**src/rtl/arcball_drag_rotation_unit_macros.svh**
```systemverilog
// Assertion macros for the arcball drag rotation unit.
// Included by the top level; no other dependencies.
`ifndef ARCBALL_DRAG_ROTATION_UNIT_MACROS_SVH
`define ARCBALL_DRAG_ROTATION_UNIT_MACROS_SVH
// Assert a property on clk, disabled in reset.
`define ADR_ASSERT(label, prop, msg) \
  label: assert property (@(posedge clk) disable iff (!rst_n) (prop)) else $error(msg);
// Assert that a condition implies another in the next cycle.
`define ADR_ASSERT_NEXT(label, cond, prop, msg) \
  label: assert property (@(posedge clk) disable iff (!rst_n) (cond) |=> (prop)) else $error(msg);
`endif

```
**src/rtl/adr_pkg.sv**
```systemverilog
// Package for the arcball drag rotation unit: payload types and constants.
// No dependencies.
`default_nettype none
package adr_pkg;
  localparam int CoordBits = 12;
  localparam int FracBits = 14;
  localparam int SqGuard = 31 - CoordBits;

  localparam logic [1:0] REQ_PRESS = 2'd0;
  localparam logic [1:0] REQ_MOVE = 2'd1;
  localparam logic [1:0] REQ_RELEASE = 2'd2;
  localparam logic [1:0] REQ_UNUSED = 2'd3;

  localparam logic [2:0] CFG_CENTER_X = 3'd0;
  localparam logic [2:0] CFG_CENTER_Y = 3'd1;
  localparam logic [2:0] CFG_RADIUS = 3'd2;
  localparam logic [2:0] CFG_CANVAS_H = 3'd3;
  localparam logic [2:0] CFG_FLIP_Y = 3'd4;

  typedef struct packed {
    logic [1:0] req_type;
    logic [CoordBits-1:0] pos_x;
    logic [CoordBits-1:0] pos_y;
  } in_item_t;

  typedef struct packed {
    logic signed [15:0] rot_x;
    logic signed [15:0] rot_y;
    logic signed [15:0] rot_z;
    logic signed [15:0] rot_w;
    logic signed [15:0] arc_start_x;
    logic signed [15:0] arc_start_y;
    logic signed [15:0] arc_end_x;
    logic signed [15:0] arc_end_y;
    logic signed [15:0] arc_end_z;
    logic is_dragging;
  } out_item_t;

  // Operation codes for the shared divide / root unit.
  typedef enum logic {DU_DIV, DU_SQRT} du_op_t;
endpackage
`default_nettype wire

```
**src/rtl/adr_divsqrt.sv**
```systemverilog
// Shared multicycle unit: unsigned 64-bit restoring divide or floor square root.
// Uses adr_pkg for the operation code.
`default_nettype none
module adr_divsqrt (
  input  wire logic clk,
  input  wire logic rst_n,
  input  wire logic start,
  input  wire adr_pkg::du_op_t op,
  input  wire logic [63:0] a,
  input  wire logic [63:0] b,
  output logic busy,
  output logic [63:0] res
);
  import adr_pkg::*;

  logic [63:0] rem_r, rem_nxt, quo_r, quo_nxt, num_r, num_nxt, den_r;
  logic [6:0] cnt_r, cnt_nxt;
  logic busy_r;
  du_op_t op_r;
  logic [64:0] trial;
  logic [65:0] strial;
  logic [63:0] srem;

  always_comb begin
    rem_nxt = rem_r;
    quo_nxt = quo_r;
    num_nxt = num_r;
    cnt_nxt = cnt_r;
    trial = '0;
    strial = '0;
    srem = '0;
    if (op_r == DU_DIV) begin
      // one quotient bit a cycle
      trial = {rem_r, num_r[63]};
      num_nxt = {num_r[62:0], 1'b0};
      if (trial >= {1'b0, den_r}) begin
        rem_nxt = 64'(trial - {1'b0, den_r});
        quo_nxt = {quo_r[62:0], 1'b1};
      end else begin
        rem_nxt = trial[63:0];
        quo_nxt = {quo_r[62:0], 1'b0};
      end
    end else begin
      // one root bit a cycle from two radicand bits
      srem = {rem_r[61:0], num_r[63:62]};
      num_nxt = {num_r[61:0], 2'b00};
      strial = {2'b00, srem} - {quo_r[62:0], 2'b01};
      if (!strial[65]) begin
        rem_nxt = strial[63:0];
        quo_nxt = {quo_r[62:0], 1'b1};
      end else begin
        rem_nxt = srem;
        quo_nxt = {quo_r[62:0], 1'b0};
      end
    end
    cnt_nxt = cnt_r - 7'd1;
  end

  always_ff @(posedge clk) begin
    if (!rst_n) begin
      busy_r <= 1'b0;
      cnt_r <= '0;
    end else if (start) begin
      busy_r <= 1'b1;
      op_r <= op;
      num_r <= a;
      den_r <= b;
      rem_r <= '0;
      quo_r <= '0;
      cnt_r <= (op == DU_DIV) ? 7'd64 : 7'd32;
    end else if (busy_r) begin
      rem_r <= rem_nxt;
      quo_r <= quo_nxt;
      num_r <= num_nxt;
      cnt_r <= cnt_nxt;
      if (cnt_r == 7'd1) busy_r <= 1'b0;
    end
  end

  assign busy = busy_r;
  assign res = quo_r;
endmodule
`default_nettype wire

```
**config.mk**
```make
export PLATFORM = sky130hd
export DESIGN_NAME = adr_divsqrt
export DESIGN_NICKNAME = d
export VERILOG_FILES = /design/src/rtl/arcball_drag_rotation_unit_macros.svh /design/src/rtl/adr_pkg.sv /design/src/rtl/adr_divsqrt.sv
export SDC_FILE = /design/constraint.sdc
export NUM_CORES = 1
export LEC_CHECK = 0
export BUFFER_PORTS_ARGS = -buffer_cell sky130_fd_sc_hd__buf_2
export CORE_UTILIZATION = 30
export DETAILED_ROUTE_END_ITERATION = 10
export PLACE_DENSITY = 0.42
export SKIP_LAST_GASP = 1
export SYNTH_ARGS = -nofsm -noshare
export SYNTH_HDL_FRONTEND = slang
export SYNTH_SLANG_ARGS = --single-unit
```
**constraint.sdc**
```tcl
create_clock -name clk -period 5.9 [get_ports clk]
set_input_delay 0.295 -clock clk [delete_from_list [all_inputs] [get_ports clk]]
set_output_delay 0.295 -clock clk [all_outputs]
set_load 0.01 [all_outputs]
```
==> Word-level counts from Yosys, hierarchy flattened <==
Cells that the tools add are included.
W data, S select, Z words.
{ "op_classes": {"muxes": 17, "n_reduce_logical": 3, "eq_ne": 1, "add_sub_neg": 3, "n_lt_le_gt_ge": 1} }
{ "op_table": {"columns": ["op", "count"], "rows": [
  ["$mux W64", 8],
  ["$sub A64 B65 Y66", 1],
  ["$ge A65 B64 Y1", 1],
  ["$sub A64 B64 Y64", 1],
  ["$mux W7", 3],
  ["$eq A7 B1 Y1 const B", 1],
  ["$sub A7 B1 Y7 const B", 1],
  ["$mux W1", 6],
  ["$reduce_and A2 Y1", 2],
  ["$reduce_bool A2 Y1", 1]
]} }
{ "totals": {"word_cells": 32, "output_inout_bits": 65, "input_bits": 132, "register_bits": 265} }

==> Longest topological paths before layout <==
{ "depth": {"word_depth": 4, "mapped_depth": 16, "ltp_nobuf": 14} }

==> Worst setup path before layout <==
No wires, ideal clock.
{ "synth_path": {"kind": "in2reg", "startpoint": "input port start", "endpoint": "register num_r[0] (enable)", "arrival_time_ns": 4.682, "path_slack_ns": 0.675, "setup_ns": 0.544, "required_time_ns": 5.356, "path_buffers": 2, "stages": 4, "cell_sequence": "clkbuf_1 clkbuf_1 o21ai_0 inv_1"} }
{ "synth_via": {"elab_chain_len": 2} }
{ "synth_rtl": {"columns": ["item", "line", "text"], "rows": [
  ["start, declared", "adr_divsqrt.sv:7", "input wire logic start,"],
  ["$reduce_bool A2 Y1 (no source line)", null, null],
  ["$reduce_and A2 Y1 (no source line)", null, null],
  ["end signal, assigned", "adr_divsqrt.sv:74", "num_r <= num_nxt;"],
  ["end, declared", "adr_divsqrt.sv:16", "logic [63:0] rem_r, rem_nxt, quo_r, quo_nxt, num_r, num_nxt, den_r;"]
]} }
Every way passes these cells.
A chain may end at the register's enable or synchronous reset.

==> Worst setup path after layout <==
{ "layout_path": {"startpoint": "register rem_r[15]", "endpoint": "register rem_r[6] (data pin)"} }
{ "layout_via": {"elab_chain_len": 4, "elab_cells_between_ends": 6, "classes_between": "add/sub: 1; order compare: 1; mux: 4"} }
{ "layout_rtl": {"columns": ["item", "line", "text"], "rows": [
  ["start, declared", "adr_divsqrt.sv:16", null],
  ["start signal, assigned", "adr_divsqrt.sv:72", "rem_r <= rem_nxt;"],
  ["$sub A64 B65 Y66 / $ge A65 B64 Y1 (equally long branches)", "adr_divsqrt.sv:47, adr_divsqrt.sv:36", null],
  ["$mux W64 (on tied branches)", "adr_divsqrt.sv:48, adr_divsqrt.sv:36", null],
  ["$mux W64 (*)", "adr_divsqrt.sv:32", "if (op_r == DU_DIV) begin"],
  ["$mux W64 (*)", "adr_divsqrt.sv:71", "end else if (busy_r) begin"]
]} }
Every way passes the cells marked *; elsewhere a longest branch is shown, timed or not. The select of a mux whose other input is x is not followed.

==> key figures <==
Global route
  • Total GRT Usage: 0.192
  • Vias in the first global route: 17823
  • Total grt overflow: 0
  • First-pass GRT wire length: about 100000 microns
  • Largest net degree at the start of global routing: between 150 and 200
  • Antenna violations before repair: 3

Synth
  • #FFs+latches synth: about 270
  • Netlist cell types: around 90
  • Synth Area per Inst: approximately 8.9 sq um
  • Post-synth EDFFs: 257
  • Post-Syn Area: 20500 sq um
  • Post-synthesis sequential area ratio: 0.384
  • Dominant synthesized flop cell: edfxtp_1
  • Fraction of registers with async set/reset: 0
  • Post-Syn Instances: between 2000 and 2500
  • YS warnings: 0
  • Synth Net Count: ~2600

Route
  • Detail Route Antenna Nets: 0
  • DRT iter0 DRCs: approximately 1300
  • Pre-Repair DR Iteration Count: 5
  • Routed Wire Length: ~68000 microns
  • Vias: around 18000
  • Residual DRC: 0
  • Routed wire per std cell: 20.1 microns
  • Vias per std cell: about 5.2

Cells and area
  • Fillers: between 6000 and 7000
  • Commonest non-fill, non-tap cell in the layout: edfxtp_1
  • Share of cells above drive strength 1: 0.116
  • Area grow syn2layout: 17.2%
  • Final #Nets: between 2000 and 3000
  • Final core occ: 0.357
  • Commonest non-fill, non-tap cells in the layout: 257 x edfxtp_1, 224 x nand2_1, 211 x nor2_1

Clocking
  • Max clock buf depth: 3
  • Worst-path clk slew: roughly 60 ps
  • Worst skew pair latency: around 560 ps
  • CTS Buf Count: 36
  • Post-cts resize count: 0
  • Root Buffer: clkbuf_16
  • Setup bufs post-CTS: 0
  • CTS H-tree lvls: 2
  • CTS tree: done
  • CTS sink cnt: 265

Placement
  • Detailed-placement wirelength estimate: just over 50000 microns
  • Port bufs: a little under 200
  • Placer Congestion: between 0.8 and 0.9

Setup path
  • Worst path required time: 6160 ps
  • Critical path type: reg2reg
  • Top cell family by delay on the critical path: compound AO/OA/AOI/OAI gates
  • CP peak stage delay: just under 600 ps
  • Crit end category: flop
  • Critical-path maximum fanout: between 40 and 50
  • WP buf/inv: 1
  • Cell chain of the critical path: ha_1, a21oi_1, o211ai_1, or3_1, o21a_1, a31oi_4, o31ai_1, a41oi_4, buf_4, nor2_1, a211oi_1, a211oi_1
  • Startpoint types: flop
  • Critical path's most frequent cell: a211oi_1
  • Critical Path Slowest Stage Cell: edfxtp_1
  • Arrival @ worst endpoint: between 4000 and 5000 ps

Hold path
  • Hold Path Class: in2reg

Timing
  • Worst Tran Pin Value: about 1300 ps
  • Fmax: 220 MHz
  • Final period util: 0.769
  • Pins Over Slew Limit: 0
  • Setup TNS: 0 ps
  • Clock skew: 19.8 ps
  • Endpoints failing setup: 0
  • RSZ-0062 raised after global routing: no
  • Slew headroom: 0.156
  • Period minus WS final: 4540 ps
  • Final hold vios: 0

Flow run
  • Max_cap viols: 0

Power and ir drop
  • Worst VDD drop: around 240 uV
  • Total power: 6.74 mW
  • PD cells: approximately 280 nW/um^2
  • Leakage: a little under 10 nW

Die
  • # IOs: between 150 and 200
  • Die area: 69400 sq um
  • Die Width: between 200 and 300 microns
  • Die Ht: roughly 260 microns
  • Core footprint: between 60000 and 70000 sq um
  • Row cnt: 95
  • Initial Utilization: 0.304

Run status
  • Status: completed
## report_power, final
part	leakage, nW	switching, mW	internal [mW]	total [mW]
clock	0.570	0.911	1.31	2.22
combinational	6.68	1.33	0.815	2.14
sequential	2.55	0.121	2.25	2.37
## Yosys cell counts, drive strengths merged (22+ instances only)
master,number,area share
nand2,225,0.041
a211oi,89,0.033
inv,179,0.033
o21bai,30,0.011
o21ai,180,0.044
nor3,48,0.012
mux2i,79,0.039
ha,129,0.079
nand3,22,0.0054
clkbuf,81,0.015
xor2,46,0.020
nand4,42,0.013
xnor2,66,0.028
o21a,24,0.0088
nor2,212,0.039
a31oi,26,0.0087
edfxtp,257,0.38
buf,100,0.033
a21o,38,0.014
a21oi,195,0.048
## tightest hold or removal path, delay by kind of cell
family                 cells  cell delay (ps)
AO/OA/AOI/OAI              1               60
buffers and inverters      1               70
AND/OR/NAND/NOR            1               40
## final timing paths
check / start / end / slack (ps) / cells past startpoint
worst max register to register: rem_r[15]$_SDFFCE_PP0P_ / rem_r[6]$_SDFFCE_PP0P_ / 1360 / 12
worst max-delay path: rem_r[15]$_SDFFCE_PP0P_ / rem_r[6]$_SDFFCE_PP0P_ / 1360 / 12
worst min register to register: cnt_r[1]$_SDFFE_PN0N_ / cnt_r[1]$_SDFFE_PN0N_ / 500 / 2
worst min-delay path: a[27] / num_r[27]$_DFFE_PP_ / 30 / 3
## sequential cells by signal, indices dropped and copies added (netlist names)
register	flops
den_r	64
num_r	64
rem_r	64
res	64
cnt_r	7
busy	1
op_r	1
## timing repair
action / CTS / global route
endpoints found under the hold margin: 107 / 0
hold buffers: 106 / 0
setup endpoints to repair: 0 / 0
## through the flow
step / hold slack (ps) / instances / area, sq um / worst slack (ps)
final: 32.9 / 3389 / 24000 / 1360
after global routing: 13.9 / 3389 / 24000 / 1090
after CTS: 3.38 / 3388 / 24000 / 1360
after detailed placement: 473 / 3216 / 21800 / 1390
after global placement: 473 / 3216 / 21800 / 1330
after floorplan: 394 / 2312 / 20500 / 675
## logic make-up after synthesis
kind of cell,after synthesis,share of synthesized area
AO/OA/AOI/OAI,710,0.222
XOR/XNOR,112,0.0478
adder cells (fa/ha/maj),130,0.0797
buffers and inverters,360,0.0802
flip-flops,265,0.384
multiplexers,88,0.0435
AND/OR/NAND/NOR,647,0.143
## layout make-up
| cell class | instances | area, sq um | share of cell area |
|---|---|---|---|
| antenna | 1 | 2.50 | 0.000104 |
| clock buffer | 49 | 980 | 0.0408 |
| clock inverter | 17 | 200 | 0.00833 |
| inverter | 179 | 679 | 0.0283 |
| multi-input combinational | 1687 | 11000 | 0.458 |
| sequential | 265 | 7880 | 0.328 |
| tap | 873 | 1090 | 0.0454 |
| timing repair buffer | 318 | 2200 | 0.0914 |
## metal layers
metal  part of all wire  global-route usage
met2               0.44               0.301
met5            0.00029                   0
met1               0.49               0.275
met3              0.053              0.0315
met4              0.019              0.0428
(Power assumes the default switching activity.)
